File: src/drps_pkg.sv
// shared types and constants for the dual rangefinder poll sequencer
// no dependencies; imported by the interfaces, the blend unit and the top level
package drps_pkg;

	localparam int WORD_W  = 16;  // width of a raw reading and of a reported distance
	localparam int DIST_W  = 16;  // stored distance width
	localparam int GATE_W  = 16;
	localparam int LIMIT_W = 8;
	localparam int FAIL_W  = 8;
	localparam int DATA_W  = 32;
	localparam int ADDR_W  = 4;

	localparam logic [GATE_W-1:0]  GATE_LOW_RST    = GATE_W'(10);
	localparam logic [GATE_W-1:0]  GATE_HIGH_RST   = GATE_W'(500);
	localparam logic [LIMIT_W-1:0] RETRY_LIMIT_RST = LIMIT_W'(30);
	localparam logic [FAIL_W-1:0]  FAIL_MAX        = {FAIL_W{1'b1}};

	// register index, taken from paddr[3:2]
	typedef enum logic [1:0] {
		REG_GATE_LOW    = 2'd0,
		REG_GATE_HIGH   = 2'd1,
		REG_RETRY_LIMIT = 2'd2,
		REG_NONE        = 2'd3
	} reg_idx_t;

	// poll phase; its code is also the bus operation reported for the tick
	typedef enum logic [1:0] {
		PH_ENABLE  = 2'd0,
		PH_TRIGGER = 2'd1,
		PH_ADDRESS = 2'd2,
		PH_READ    = 2'd3
	} phase_t;

	typedef enum logic [1:0] {
		OP_NONE     = 2'd0,
		OP_WR_TRIG  = 2'd1,
		OP_WR_ADDR  = 2'd2,
		OP_RD_WORD  = 2'd3
	} bus_op_t;

	typedef logic [DIST_W-1:0] dist_t;

	// gate thresholds handed to the blend unit
	typedef struct packed {
		logic [GATE_W-1:0] low;
		logic [GATE_W-1:0] high;
	} gate_cfg_t;

endpackage

File: src/drps_if.sv
// valid/ready channels for sampling ticks and per-tick results
// depends on drps_pkg
interface drps_tick_if import drps_pkg::*; ();
	logic              valid;
	logic              ready;
	logic              write_acked;
	logic              read_complete;
	logic [WORD_W-1:0] read_word;

	modport source(output valid, write_acked, read_complete, read_word, input ready);
	modport sink(input valid, write_acked, read_complete, read_word, output ready);
endinterface

interface drps_result_if import drps_pkg::*; ();
	logic              valid;
	logic              ready;
	logic [1:0]        enable_mask;
	logic [1:0]        bus_op;
	logic              active_sensor;
	logic [WORD_W-1:0] distance_first;
	logic [WORD_W-1:0] distance_second;
	logic              updated;
	logic              timed_out;

	modport source(output valid, enable_mask, bus_op, active_sensor, distance_first,
		distance_second, updated, timed_out, input ready);
	modport sink(input valid, enable_mask, bus_op, active_sensor, distance_first,
		distance_second, updated, timed_out, output ready);
endinterface

File: src/drps_blend.sv
// range gate and distance filter: new = floor((old + 4*reading)/5)
// depends on drps_pkg; purely combinational, one multiply by the reciprocal of 5
module drps_blend import drps_pkg::*; (
	input  dist_t             old_dist,
	input  logic [WORD_W-1:0] reading,
	input  gate_cfg_t         gate,
	output logic              pass,
	output dist_t             new_dist
);

	localparam int SUM_W  = ((DIST_W > WORD_W) ? DIST_W : WORD_W) + 3;
	localparam int SHIFT  = SUM_W + 2;
	localparam int PROD_W = SUM_W + SHIFT;
	// ceil(2^SHIFT / 5); exact floor for every sum below 2^SUM_W
	localparam logic [SHIFT-1:0] RECIP = SHIFT'(((64'd1 << SHIFT) + 64'd4) / 64'd5);

	logic [SUM_W-1:0]  sum;
	logic [PROD_W-1:0] prod;

	assign pass = (reading > gate.low) && (reading < gate.high);
	assign sum  = SUM_W'(old_dist) + (SUM_W'(reading) << 2);
	assign prod = PROD_W'(sum) * PROD_W'(RECIP);
	assign new_dist = DIST_W'(prod >> SHIFT);

endmodule

File: src/dual_rangefinder_poll_sequencer.sv
// dual rangefinder poll sequencer: one result per sampling tick
// path: the accepted tick is held in the input register, then its result in the result register;
// one tick per cycle sustained while results are taken, as the phase/blend update between them is combinational
// ready drops only when both registers hold work and the result is not taken
// arst_n clears phase, sensor, fail count, enables, distances, and restores gate 10/500, limit 30
// depends on drps_pkg, drps_if and drps_blend
module dual_rangefinder_poll_sequencer import drps_pkg::*; (
	input  logic                clk,
	input  logic                arst_n,
	drps_tick_if.sink           tick,
	drps_result_if.source       result,
	input  logic                psel,
	input  logic                penable,
	input  logic                pwrite,
	input  logic [ADDR_W-1:0]   paddr,
	input  logic [DATA_W-1:0]   pwdata,
	output logic [DATA_W-1:0]   prdata,
	output logic                pready
);

	// configuration
	gate_cfg_t           gate_q;
	logic [LIMIT_W-1:0]  retry_limit_q;
	reg_idx_t            reg_sel;
	logic                cfg_wr;

	// input register
	logic                valid_s1;
	logic                acked_s1;
	logic                complete_s1;
	logic [WORD_W-1:0]   word_s1;

	// sequencer state
	phase_t              phase_q, phase_d;
	logic                sensor_q, sensor_d;
	logic [FAIL_W-1:0]   fail_q, fail_d;
	logic [1:0]          enables_q, enables_d;
	dist_t               dist_q [2];
	dist_t               dist_d [2];
	logic                upd_d, tmo_d;

	// result register
	logic                valid_s2;
	logic                advance;

	logic                blend_pass;
	dist_t               blend_dist;
	logic [FAIL_W-1:0]   fail_inc;
	logic                read_ok;

	assign reg_sel = reg_idx_t'(paddr[3:2]);
	assign cfg_wr  = psel && penable && pwrite;
	assign pready  = 1'b1;

	always_ff @(posedge clk or negedge arst_n) begin
		if (!arst_n) begin
			gate_q.low    <= GATE_LOW_RST;
			gate_q.high   <= GATE_HIGH_RST;
			retry_limit_q <= RETRY_LIMIT_RST;
		end else if (cfg_wr) begin
			unique case (reg_sel)
				REG_GATE_LOW:    gate_q.low    <= pwdata[GATE_W-1:0];
				REG_GATE_HIGH:   gate_q.high   <= pwdata[GATE_W-1:0];
				REG_RETRY_LIMIT: retry_limit_q <= pwdata[LIMIT_W-1:0];
				REG_NONE:        ;
			endcase
		end
	end

	always_comb begin
		unique case (reg_sel)
			REG_GATE_LOW:    prdata = DATA_W'(gate_q.low);
			REG_GATE_HIGH:   prdata = DATA_W'(gate_q.high);
			REG_RETRY_LIMIT: prdata = DATA_W'(retry_limit_q);
			REG_NONE:        prdata = '0;
		endcase
	end

	// handshake: the stage-1 tick moves into the result register when it has room
	assign advance    = valid_s1 && (!valid_s2 || result.ready);
	assign tick.ready = !valid_s1 || advance;

	always_ff @(posedge clk or negedge arst_n) begin
		if (!arst_n) begin
			valid_s1 <= 1'b0;
		end else if (tick.ready) begin
			valid_s1 <= tick.valid;
		end
	end

	always_ff @(posedge clk) begin
		if (tick.valid && tick.ready) begin
			acked_s1    <= tick.write_acked;
			complete_s1 <= tick.read_complete;
			word_s1     <= tick.read_word;
		end
	end

	drps_blend u_blend (
		.old_dist (dist_q[sensor_q]),
		.reading  (word_s1),
		.gate     (gate_q),
		.pass     (blend_pass),
		.new_dist (blend_dist)
	);

	assign fail_inc = (fail_q == FAIL_MAX) ? fail_q : fail_q + FAIL_W'(1);
	assign read_ok  = complete_s1 && blend_pass;

	// next state
	always_comb begin
		phase_d  = phase_q;
		sensor_d = sensor_q;
		fail_d   = fail_q;
		tmo_d    = 1'b0;
		unique case (phase_q)
			PH_ENABLE: begin
				phase_d = PH_TRIGGER;
				fail_d  = '0;
			end
			PH_TRIGGER: begin
				if (acked_s1) phase_d = PH_ADDRESS;
				else          fail_d  = fail_inc;
			end
			PH_ADDRESS: begin
				if (acked_s1) phase_d = PH_READ;
				else          fail_d  = fail_inc;
			end
			PH_READ: begin
				if (complete_s1) begin
					phase_d  = PH_ENABLE;
					sensor_d = !sensor_q;
				end else begin
					fail_d = fail_inc;
				end
			end
		endcase
		// timeout check follows every phase, so the sensor may flip twice
		if (fail_d > FAIL_W'(retry_limit_q)) begin
			phase_d  = PH_ENABLE;
			sensor_d = !sensor_d;
			tmo_d    = 1'b1;
		end
	end

	// enables and distances
	always_comb begin
		enables_d = enables_q;
		dist_d[0] = dist_q[0];
		dist_d[1] = dist_q[1];
		upd_d     = 1'b0;
		unique case (phase_q)
			PH_ENABLE: enables_d = sensor_q ? 2'b10 : 2'b01;
			PH_READ: begin
				if (read_ok) begin
					dist_d[sensor_q] = blend_dist;
					upd_d            = 1'b1;
				end
			end
			PH_TRIGGER, PH_ADDRESS: ;
		endcase
	end

	always_ff @(posedge clk or negedge arst_n) begin
		if (!arst_n) begin
			phase_q   <= PH_ENABLE;
			sensor_q  <= 1'b0;
			fail_q    <= '0;
			enables_q <= '0;
			dist_q[0] <= '0;
			dist_q[1] <= '0;
		end else if (advance) begin
			phase_q   <= phase_d;
			sensor_q  <= sensor_d;
			fail_q    <= fail_d;
			enables_q <= enables_d;
			dist_q[0] <= dist_d[0];
			dist_q[1] <= dist_d[1];
		end
	end

	always_ff @(posedge clk or negedge arst_n) begin
		if (!arst_n) begin
			valid_s2 <= 1'b0;
		end else if (advance) begin
			valid_s2 <= 1'b1;
		end else if (result.ready) begin
			valid_s2 <= 1'b0;
		end
	end

	always_ff @(posedge clk) begin
		if (advance) begin
			result.enable_mask     <= enables_d;
			result.bus_op          <= bus_op_t'(phase_q);
			result.active_sensor   <= sensor_d;
			result.distance_first  <= WORD_W'(dist_d[0]);
			result.distance_second <= WORD_W'(dist_d[1]);
			result.updated         <= upd_d;
			result.timed_out       <= tmo_d;
		end
	end

	assign result.valid = valid_s2;

endmodule

File: src/flat_wrapper.sv
// flat-port wrapper written by rule: the top's interface ports become plain ports
module dual_rangefinder_poll_sequencer_flat import drps_pkg::*;
  (clk, arst_n, psel, penable, pwrite, paddr, pwdata, prdata, pready, tick_valid, tick_write_acked, tick_read_complete, tick_read_word, tick_ready, result_valid, result_enable_mask, result_bus_op, result_active_sensor, result_distance_first, result_distance_second, result_updated, result_timed_out, result_ready);
  drps_tick_if tick_i ();
  drps_result_if result_i ();
  input  logic clk;
  input  logic arst_n;
  input  logic psel;
  input  logic penable;
  input  logic pwrite;
  input  logic [ADDR_W-1:0] paddr;
  input  logic [DATA_W-1:0] pwdata;
  output logic [DATA_W-1:0] prdata;
  output logic pready;
  input wire logic [$bits(tick_i.valid)-1:0] tick_valid;
  input wire logic [$bits(tick_i.write_acked)-1:0] tick_write_acked;
  input wire logic [$bits(tick_i.read_complete)-1:0] tick_read_complete;
  input wire logic [$bits(tick_i.read_word)-1:0] tick_read_word;
  output wire logic [$bits(tick_i.ready)-1:0] tick_ready;
  output wire logic [$bits(result_i.valid)-1:0] result_valid;
  output wire logic [$bits(result_i.enable_mask)-1:0] result_enable_mask;
  output wire logic [$bits(result_i.bus_op)-1:0] result_bus_op;
  output wire logic [$bits(result_i.active_sensor)-1:0] result_active_sensor;
  output wire logic [$bits(result_i.distance_first)-1:0] result_distance_first;
  output wire logic [$bits(result_i.distance_second)-1:0] result_distance_second;
  output wire logic [$bits(result_i.updated)-1:0] result_updated;
  output wire logic [$bits(result_i.timed_out)-1:0] result_timed_out;
  input wire logic [$bits(result_i.ready)-1:0] result_ready;
  assign tick_i.valid = tick_valid;
  assign tick_i.write_acked = tick_write_acked;
  assign tick_i.read_complete = tick_read_complete;
  assign tick_i.read_word = tick_read_word;
  assign tick_ready = tick_i.ready;
  assign result_valid = result_i.valid;
  assign result_enable_mask = result_i.enable_mask;
  assign result_bus_op = result_i.bus_op;
  assign result_active_sensor = result_i.active_sensor;
  assign result_distance_first = result_i.distance_first;
  assign result_distance_second = result_i.distance_second;
  assign result_updated = result_i.updated;
  assign result_timed_out = result_i.timed_out;
  assign result_i.ready = result_ready;
  dual_rangefinder_poll_sequencer u_core (.clk(clk), .arst_n(arst_n), .tick(tick_i), .result(result_i), .psel(psel), .penable(penable), .pwrite(pwrite), .paddr(paddr), .pwdata(pwdata), .prdata(prdata), .pready(pready));
endmodule
File: config.mk
export PLATFORM = sky130hd
export DESIGN_NAME = dual_rangefinder_poll_sequencer_flat
export DESIGN_NICKNAME = d
export VERILOG_FILES = /design/src/drps_pkg.sv /design/src/drps_if.sv /design/src/drps_blend.sv /design/src/dual_rangefinder_poll_sequencer.sv /design/src/flat_wrapper.sv
export SDC_FILE = /design/constraint.sdc
export NUM_CORES = 1
export LEC_CHECK = 0
export BUFFER_PORTS_ARGS = -buffer_cell sky130_fd_sc_hd__buf_4
export CAP_MARGIN = 10
export CORE_ASPECT_RATIO = 0.75
export CORE_MARGIN = 10
export CORE_UTILIZATION = 40
export CTS_BUF_LIST = sky130_fd_sc_hd__clkbuf_16
export DETAILED_ROUTE_END_ITERATION = 16
export SLEW_MARGIN = 5
export SYNTH_ARGS = -nofsm -noshare
export SYNTH_HDL_FRONTEND = slang
export SYNTH_SLANG_ARGS = --single-unit
File: constraint.sdc
create_clock -name clk -period 16.1 [get_ports clk]
set_input_delay 0.805 -clock clk [delete_from_list [all_inputs] [get_ports clk]]
set_output_delay 0.805 -clock clk [all_outputs]
set_load 0.03 [all_outputs]
-- Yosys cells after proc, flatten, opt, wreduce, memory -nomap -nowiden
Cells that the tools add are included.
- add/subtract/negate cells: 2
- multipliers: 1
- order comparisons: 5
- equal/unequal tests: 10
- mux-type cells: 27
- bitwise operators: 1
- reduce and logical (&&, ||, !) cells: 21
- operators with widths (cell ; count):
    $pmux 32 s4 ; 1
    $mux 16 ; 4
    $mux 32 ; 2
    $mul 19x19->37 const B ; 1
    $bwmux 32 ; 1
    $mux 8 ; 3
    $pmux 8 s3 ; 1
    $add 16x18->19 ; 1
    $demux 16 s1 ; 1
    $gt 16x16->1 ; 1
    $lt 16x16->1 ; 1
    $mux 2 ; 6
    $ne 3x1->1 const B ; 3
    $add 8x1->8 const B ; 1
    $eq 2x2->1 const B ; 4
    $eq 8x8->1 const B ; 1
    $gt 8x8->1 ; 1
    $pmux 2 s4 ; 1
    $logic_and 1x1->1 ; 7
    $mux 1 ; 7
    $reduce_and 2->1 ; 3
    $eq 2x1->1 const B ; 2
    $logic_not 1->1 ; 4
    $logic_not 2->1 ; 2
    other kinds (7) ; 8
- flip-flop bits (word level): 144
- input port bits: 61
- output and inout bits: 74
- word-level logic and storage cells: 88

-- Longest topological paths before layout
Gate-level depths: netlist of the first run.
- depth in word-level cells: 9
- mapped depth: 34
- gate-level depth less buffers: 31

-- Cells and area by module
A second synthesis of the first run with hierarchy kept.
- cells, all modules: 1512
- area, all modules: 15323.4 um2
- modules (own cells, without submodules) (module ; times used ; cells each ; area each (um2) ; sequential area each (um2)):
    drps_blend ; 1 ; 997 ; 8490.6 ; 0.0
    dual_rangefinder_poll_sequencer ; 1 ; 515 ; 6832.8 ; 3903.7

-- Least setup slack after synthesis of the first run
OpenSTA, ideal clock, no wires.
- kind: reg-to-reg
- start point: reg u_core.sensor_q
- end point: reg u_core.result.distance_first[13], data pin
- data arrival time: 8184 ps
- setup slack: 7656 ps
- cell stages (with the launch flop): 33
- path buffers: 3
- period minus slack after synthesis: 8444 ps
- cell sequence: dfrtp_1 clkbuf_1 buf_1 mux2_2 ha_1 and3_1 clkbuf_1 and3_1 a41oi_1 nand4b_1 nand3_1 a21oi_1 o21ai_0 xnor2_1 ha_1 fa_1 inv_1 fa_1 inv_1 fa_1 fa_1 inv_1 fa_1 inv_1 ha_1 a21oi_2 nand2_1 or3_1 o2111ai_2 a21boi_1 o21a_1 o31a_1 mux2_2
- RTL lines (what ; line ; RTL):
    from (decl) ; dual_rangefinder_poll_sequencer.sv:35 ; logic sensor_q, sensor_d;
    from (signal assigned) ; dual_rangefinder_poll_sequencer.sv:174 ; sensor_q <= sensor_d;
    to (signal assigned) ; dual_rangefinder_poll_sequencer.sv:197 ; result.distance_first <= WORD_W'(dist_d[0]);
    to (decl) ; drps_if.sv:25 ; modport source(output valid, enable_mask, bus_op, active_sensor, distance_first,

==> results of run 1 <==
==> cell families after synthesis <==
group                      Yosys count
and+or+nand+nor                    260
DFF                                144
buffers and inverters              349
AOI/OAI and AO/OA                  230
xor gates and xnor gates            55
muxes                              108
other                                2
adders and majority gates          342
==> worst max-delay path, delay by kind of cell (launching register included) <==
kind,cells,cell delay [ns]
simple gates,1,0.37
compound gates,11,2.27
buf+inv,5,0.65
fa+ha+maj,9,4.18
flops,1,0.32
xor+xnor,2,0.50
mux,2,0.73
==> layout make-up <==
type	instances	share of cell area
flip-flops and latches	144	0.233
clock buffers	17	0.0254
repair buffers	103	0.0463
clock inverters	15	0.00823
well taps	504	0.0377
multi-input cells	1012	0.580
inverters	306	0.0687
==> routing by layer <==
| metal | vias up | global-route usage | share of wire |
|---|---|---|---|
| li1 | 5121 | - | - |
| met1 | 5069 | 0.245 | 0.50 |
| met2 | 249 | 0.239 | 0.41 |
| met3 | 20 | 0.0562 | 0.079 |
| met4 | 0 | 0.0278 | 0.0069 |
| met5 | - | 0 | 0 |
==> synth_stat cells (all sizes together) (19+ instances only) <==
cell type,count
inv,306
fa,128
edfxtp,57
xnor2,30
clkbuf,19
nor2,53
o21ai,73
mux2i,19
dfrtp,75
a21oi,62
buf,24
ha,214
nand2,98
xor2,25
mux2,89
a21o,30
==> stage by stage <==
stage,util,setup WS [ns]
after global routing,0.453,6.28
final,0.453,6.80
after floorplan,-,7.66
after detailed placement,0.437,6.85
after global placement,0.437,6.86
after CTS,0.453,6.81
==> sequential cells by signal, summed over array words and instances (netlist names), 8 cells and up <==
register                       count
u_core.result.distance_second     16
u_core.dist_q                     32
u_core.word_s1                    16
u_core.retry_limit_q               8
u_core.result.distance_first      16
u_core.fail_q                      8
u_core.gate_q                     32
==> final timing paths <==
check                                 from  slack (ns)  depth (start not counted)                               end
min in group clk           u_core.valid_s1        0.51                          1               u_core.result.valid
max in group asynchronous           arst_n       14.71                          2                  u_core.gate_q[9]
hold / removal                      arst_n        0.34                          1                  u_core.fail_q[7]
hold reg to reg            u_core.valid_s1        0.51                          1               u_core.result.valid
setup / recovery           u_core.sensor_q        6.80                         30  u_core.result.distance_first[14]
setup reg to reg           u_core.sensor_q        6.80                         30  u_core.result.distance_first[14]
==> results.py, run 1 <==
metrics = {
    "floorplan": {
        "num_rows": 61,
        "die_y_um": 187,
        "coreArea_um2": 36900,
        "start_util": 0.404,
        "chipWidth_um": 243,
        "ios": 135,
        "die_area_um2": 45500,
    },
    "logic_synthesis": {
        "synth_seq_area_share": 0.262,
        "synth_xor_area_frac": 0.0328,
        "synthDistinctLibCells": 69,
        "syn_inst": 1490,
        "synth_flop_cell": "dfrtp_1",
        "synth_edf_count": 57,
        "synth_area_leader_cell": "ha_1",
        "ys_warn_count": 0,
        "synth_fa_ha_area_frac": 0.351,
        "muxShareOfSynthArea": 0.0799,
        "synth_area_leaders": "ha_1 18%, fa_1 17%, dfrtp_1 13%",
        "netlist_area_um2": 14900,
        "synthArstFlopShare": 0.604,
        "synth_compound_area_frac": 0.0964,
        "synth-seq-cells": 144,
        "syn_avg_cell_area_um2": 10.0,
        "synth_top_cell_area_share": 0.179,
        "synthSimpleGateAreaFrac": 0.0847,
        "synth_top_family_by_area": "adder cells",
    },
    "critical_path": {
        "worstSetupEndpointType": "register",
        "crit_type": "register to register",
        "critical_path.max_stage_delay_ns": 0.62,
        "cp-start-kind": "register",
        "worstPathRequired_ns": 16.28,
        "critPathMaxFanout": 20,
        "crit_arrival_ns": 9.49,
        "path_common_cell": "fa_1",
        "crit_path_top_delay_cell": "fa_1",
    },
    "route": {
        "via_count": 10500,
        "drt_wl_total_mm": 38.0,
        "wire_per_inst_um": 18.1,
        "via_per_inst": 4.98,
        "ant_nets": 0,
        "drc": 0,
        "drtIter0Drc": 632,
        "firstDrtPassIters": 5,
    },
    "place": {
        "io_buffers": 99,
        "place_congestion": 0.952,
        "hpwl_mm": 31.8,
        "dp.cells": 2069,
        "dpl_cell_area_um2": 16200,
    },
    "clock_network": {
        "cts_made_buffers": 17,
        "cts_hold_buf": 0,
        "post_cts_resized": 0,
        "clock-sinks": 144,
        "worstSkewPairLatency_ns": 0.43,
        "h-tree-depth": 4,
        "root_buffer": "clkbuf_16",
        "cts_tree": "yes",
        "cts_setup_buffers": 0,
        "cts_buffer_depth": 2,
        "cts.reportedPaths.clkPinSlew_ns": 0.06,
    },
    "finish": {
        "mostFrequentLayoutCell": "inv_1",
        "fillers": 3536,
        "finish.net_count": 1987,
        "fin_cells": 2101,
        "multi_input_area_um2": 9700,
        "syn2layout_area_growth_pct": 12.0,
        "design_area_um2": 16700,
        "num_antenna_cells": 0,
        "regArea_um2": 3900,
        "final_cell_mix": "307 x inv_1, 214 x ha_1, 128 x fa_1",
        "drive_above_1_share": 0.147,
    },
    "timing": {
        "rsz0062_at_grt": "false",
        "post-route-period-util": 0.578,
        "drv_slew": 0,
        "clock.fmax_mhz": 107,
        "whs_ns": 0.337,
        "finalSetupViolCount": 0,
        "min_period_ns": 9.30,
        "finalClockSkew_ns": 0.0102,
        "finalHoldViolCount": 0,
        "slew_headroom": 0.267,
        "worst_pin_slew_ns": 1.10,
        "setup_tns_ns": 0,
    },
    "global_routing": {
        "antenna_found_initial": 0,
        "grt_use_total": 0.168,
        "grt_max_degree": 53,
        "grt_pass1_wl_mm": 60.7,
        "grt_pass1_vias": 10700,
        "grt_overflow": 0,
    },
    "worst_hold_path": {
        "hold_path_class": "input pin to asynchronous set/reset pin",
    },
    "outcome": {
        "status": "completed",
    },
    "flow_run": {
        "drv_cap": 0,
    },
}
Power of run 1 is not shown: default switching activity piles up to over one toggle a cycle in this logic, so the estimate is an artifact.
==> run 2: changes to the inputs <==
Clock period 16.1 ns to 8.53 ns, I/O delays scaled along.
==> run 2 against run 1 <==
Net effect:
- cell count rose by 3.5%
- critical path depth increased by 1
- non-clock buffer count up 74
- sequential share of layout area is 0.96 points lower
- die area is the same
- register-to-register slack lost 6.5 ns
- global-route usage up 0.25 points
- hold slack got worse by 0.17 ns
- clock skew increased by 0.0026 ns
- final area grew 4.3%
- worst setup slack lost 6.5 ns
- count of clock-buffer cells in the layout unchanged
==> results.py, run 2 (synthesis results as in run 1) <==
metrics = {
    "global_routing": {
        "grt_max_degree": 53,
        "met1_usage": 0.252,
        "grt_pass1_wl_mm": 61.7,
        "grt_overflow": 0,
        "top_usage_layer": "met1",
        "antenna_found_initial": 0,
        "grtUsageMet2": 0.250,
        "grt_pass1_vias": 11100,
        "grt_use_total": 0.171,
        "grtUsageMet3": 0.0421,
    },
    "critical_path": {
        "critical_path.max_stage_delay_ns": 0.56,
        "critPathMaxFanout": 8,
        "crit_type": "register to register",
        "crit_arrival_ns": 8.45,
        "path_buf_inv": 7,
        "worstSetupEndpointType": "register",
        "cp-start-kind": "register",
        "crit_path_top_delay_cell": "fa_1",
        "critPathTopFamily": "adder cells",
        "path_common_cell": "fa_1",
        "rr_startpoint": "u_core.sensor_q",
        "worstPathRequired_ns": 8.71,
        "cp-startpoint": "u_core.sensor_q",
    },
    "finish": {
        "top_regs": "u_core.dist_q x32, u_core.gate_q x32",
        "finish.net_count": 2061,
        "mostFrequentLayoutCell": "inv_1",
        "final_cell_mix": "305 x inv_1, 213 x ha_1, 175 x buf_4",
        "syn2layout_area_growth_pct": 16.8,
        "num_antenna_cells": 0,
        "design_area_um2": 17400,
        "drive_above_1_share": 0.197,
    },
    "clock_network": {
        "root_buffer": "clkbuf_16",
        "clock-sinks": 144,
        "cts_buffer_depth": 2,
        "cts_made_buffers": 17,
        "cts.reportedPaths.clkPinSlew_ns": 0.07,
        "worstSkewPairLatency_ns": 0.44,
        "cts_tree": "yes",
        "h-tree-depth": 4,
    },
    "timing": {
        "clock.fmax_mhz": 121,
        "post-route-period-util": 0.969,
        "worst_pin_slew_ns": 1.06,
        "rsz0062_at_grt": "true",
        "finalSetupViolCount": 0,
        "drv_slew": 0,
        "slew_headroom": 0.290,
        "min_period_ns": 8.27,
        "finalClockSkew_ns": 0.0128,
        "finalHoldViolCount": 0,
    },
    "route": {
        "ant_nets": 0,
        "via_per_inst": 5.01,
        "drtIter0Drc": 763,
        "drt_wl_total_mm": 39.1,
        "firstDrtPassIters": 5,
        "via_count": 10900,
        "wire_per_inst_um": 18.0,
        "drc": 0,
    },
    "floorplan": {
        "die_area_um2": 45500,
        "start_util": 0.404,
        "chipWidth_um": 243,
        "coreArea_um2": 36900,
        "ios": 135,
        "num_rows": 61,
        "die_y_um": 187,
    },
    "worst_hold_path": {
        "hold_path_class": "input pin to register",
        "hold_path.startpoint": "tick_write_acked",
    },
    "place": {
        "io_buffers": 99,
        "place_congestion": 1.02,
        "hpwl_mm": 32.8,
        "dpl_cell_area_um2": 16700,
    },
    "flow_run": {
        "drv_cap": 0,
    },
    "outcome": {
        "status": "completed",
    },
}
-- run 2: changes by cell type in the layout (fill, tap and decap cells not counted), sizes merged --
cell         delta
buf            +73
clkinvlp        -2
inv             +2
dlygate4sd3     +1
-- run 2: per-stage QoR --
step                      utilization  instances  setup WS [ns]  hold slack (ns)  setup TNS [ns]
after floorplan                     -       1505         0.0860            0.131               0
after global placement          0.452       2140          0.154            0.440               0
after detailed placement        0.452       2140          0.106            0.445               0
after CTS                       0.469       2173         0.0680            0.152               0
after global routing            0.472       2175        -0.0341            0.149          -0.150
final                           0.472       2175          0.262            0.166               0
-- run 2: repair_timing --
action / in CTS / in global routing
endpoints found under the hold margin: 40 / 0
gates resized for setup: 0 / 24
hold buffers: 1 / 0
endpoints found under the setup margin: 0 / 44
buffers inserted: 0 / 2
-- run 2: path summary, 6_finish.rpt --
kind                                                    endpoint  slack (ns)  cells past startpoint
worst max-delay path            u_core.result.distance_second[5]        0.26                     31
worst min-delay path                             u_core.acked_s1        0.17                      1
worst max register to register  u_core.result.distance_second[5]        0.26                     31
worst min register to register               u_core.result.valid        0.49                      1
max in group asynchronous                       u_core.gate_q[9]        7.00                      3
min in group asynchronous                      u_core.phase_q[0]        0.52                      2
-- run 2: metal layers --
metal	vias up	wire (um)
met1	5330	19500
met4	0	329
met2	271	16600
li1	5270	-
met5	-	0
met3	27	2690
-- run 2: layout make-up --
class	instances	area, um2
timing repair buffer	177	1340
fill	3518	19500
sequential	144	3900
multi-input combinational	1012	9800
clock inverter	15	190
inverter	306	1150
tap	504	631
clock buffer	17	425
Power of run 2 is left out for the same reason.
==> run 3: changes to the inputs <==
Settings changed: ABC_AREA set to 1, CAP_MARGIN 10 to 20, CTS_CLUSTER_DIAMETER set to 50.
==> run 3 against run 2 <==
Net effect:
- non-clock buffer count up 6
- utilization down 0.52 points
- fmax up 5.5%
- critical path depth unchanged
==> results.py, run 3 <==
metrics = {
    "place": {
        "pre_cts_ws_ns": 0.887,
        "hpwl_mm": 37.2,
        "place_congestion": 0.922,
        "dp.cells": 2572,
        "io_buffers": 99,
    },
    "finish": {
        "fin_cells": 2605,
        "drive_above_1_share": 0.118,
        "syn2layout_area_growth_pct": 15.3,
        "num_antenna_cells": 0,
        "mostFrequentLayoutCell": "nand2_1",
        "top_regs": "u_core.dist_q x32, u_core.gate_q x32",
        "finish.net_count": 2483,
        "final_util": 0.467,
        "final_cell_mix": "434 x nand2_1, 430 x inv_1, 214 x ha_1",
    },
    "critical_path": {
        "crit_type": "register to register",
        "crit_arrival_ns": 8.01,
        "r2r-end": "u_core.result.distance_first[9]",
        "rr_startpoint": "u_core.sensor_q",
        "r2r_slack_ns": 0.69,
        "crit_path_top_delay_cell": "fa_1",
        "cp-start-kind": "register",
        "critPathMaxFanout": 36,
        "reg2regPathDepth": 31,
        "worstSetupEndpointType": "register",
        "critical_path.max_stage_delay_ns": 0.59,
        "path_common_cell": "nand2_1",
        "worstPathRequired_ns": 8.70,
        "cp-startpoint": "u_core.sensor_q",
    },
    "logic_synthesis": {
        "synth_compound_area_frac": 0.0826,
        "synth-seq-cells": 144,
        "synthDistinctLibCells": 47,
        "syn_avg_cell_area_um2": 8.14,
        "synth_area_leader_cell": "ha_1",
        "synthSimpleGateAreaFrac": 0.179,
        "synth_flop_cell": "dfrtp_1",
        "muxShareOfSynthArea": 0,
        "synth_xor_area_frac": 0.0268,
        "syn_inst": 1907,
        "netlist_area_um2": 15500,
        "synth_edf_count": 57,
        "synth_top_cell_area_share": 0.173,
        "synth_fa_ha_area_frac": 0.338,
        "ys_warn_count": 0,
        "synth_area_leaders": "ha_1 17%, fa_1 17%, dfrtp_1 12%",
        "yosysMostFrequentCell": "nand2_1",
        "synth_top_family_by_area": "adder cells",
        "ys_top_cells_by_count": "434 x nand2_1, 431 x inv_1, 214 x ha_1",
        "synthArstFlopShare": 0.604,
        "synth_seq_area_share": 0.252,
    },
    "timing": {
        "finalSetupViolCount": 0,
        "finalHoldViolCount": 0,
        "finalWorstSetupSlack_ns": 0.690,
        "min_period_ns": 7.84,
        "rsz0062_at_grt": "false",
        "finalClockSkew_ns": 0.0156,
        "slew_headroom": 0.300,
        "worst_pin_slew_ns": 1.05,
        "drv_slew": 0,
        "post-route-period-util": 0.919,
        "clock.fmax_mhz": 128,
        "setup_tns_ns": 0,
    },
    "clock_network": {
        "post_cts_resized": 0,
        "worstSkewPairLatency_ns": 0.44,
        "root_buffer": "clkbuf_16",
        "clock-sinks": 144,
        "cts_made_buffers": 17,
        "cts_buffer_depth": 2,
        "h-tree-depth": 4,
        "cts_tree": "yes",
        "cts.reportedPaths.clkPinSlew_ns": 0.07,
    },
    "route": {
        "drtIter0Drc": 874,
        "ant_nets": 0,
        "drt_wl_total_mm": 44.0,
        "wire_per_inst_um": 16.9,
        "firstDrtPassIters": 6,
        "drc": 0,
        "via_per_inst": 4.84,
        "via_count": 12600,
    },
    "floorplan": {
        "ios": 135,
        "start_util": 0.405,
        "die_area_um2": 47100,
        "coreArea_um2": 38300,
        "chipWidth_um": 247,
        "num_rows": 62,
        "die_y_um": 191,
    },
    "worst_hold_path": {
        "min_path_cells": 1,
        "min_to": "u_core.word_s1[11]",
        "hold_path.startpoint": "tick_read_word[11]",
        "hold_path_class": "input pin to register",
    },
    "outcome": {
        "status": "completed",
    },
    "global_routing": {
        "grt_max_degree": 78,
        "grt_use_total": 0.190,
        "grt_pass1_vias": 12500,
        "grt_pass1_wl_mm": 69.6,
        "grt_overflow": 0,
        "antenna_found_initial": 0,
    },
    "flow_run": {
        "drv_cap": 0,
    },
}
## run 3: what timing repair did
action                    CTS  global route
hold buffers                1             0
setup buffers               0             0
hold endpoints to repair   27             0
## run 3: worst max path at each step
stage               cells past startpoint                                 to  slack (ns)
floorplan                              31   u_core.result.distance_second[8]        1.73
CTS                                    28   u_core.result.distance_second[7]        0.83
global placement                       30   u_core.result.distance_first[11]        0.86
global route                           30  u_core.result.distance_second[11]        0.23
finish                                 31    u_core.result.distance_first[9]        0.69
detailed placement                     31    u_core.result.distance_first[9]        0.89
## run 3: through the flow
step / hold slack, ns / instance area, um2
6_report: 0.164 / 17900
5_1_grt: 0.146 / 17900
4_1_cts: 0.135 / 17900
3_5_place_dp: 0.384 / 17300
3_3_place_gp: 0.380 / 17300
2_1_floorplan: 0.131 / 15600
## run 3: logic make-up (layout without fill, tap and decap cells)
kind of cell,after synthesis,count (layout)
AOI/OAI and AO/OA,231,231
xor gates and xnor gates,44,44
adders and majority gates,342,342
buffers and inverters,481,652
DFF,144,144
other,2,17
and+or+nand+nor,663,663
## run 3: routing by layer
layer	up-vias	global-route usage	wire length (um)
li1	6283	-	-
met4	0	0.0449	769
met1	5977	0.285	22300
met2	304	0.266	17700
met5	-	0	0
met3	43	0.0472	3230
## run 3: layout make-up
type	count	area [um2]
Multi-Input combinational cell	1297	9780
Inverter	437	1640
Clock buffer	17	425
Clock inverter	15	111
Sequential cell	144	3900
Fill cell	3776	20400
Tap cell	512	641
Timing Repair Buffer	183	1390
## run 3: critical path, delay by kind of cell, from the launching register on
kind / cells / cell delay, ns
adders and majority gates: 8 / 3.43
and+or+nand+nor: 8 / 0.89
buffers and inverters: 6 / 0.58
xor gates and xnor gates: 2 / 0.53
AOI/OAI and AO/OA: 7 / 1.73
DFF: 1 / 0.40
Power of run 3 is left out for the same reason.
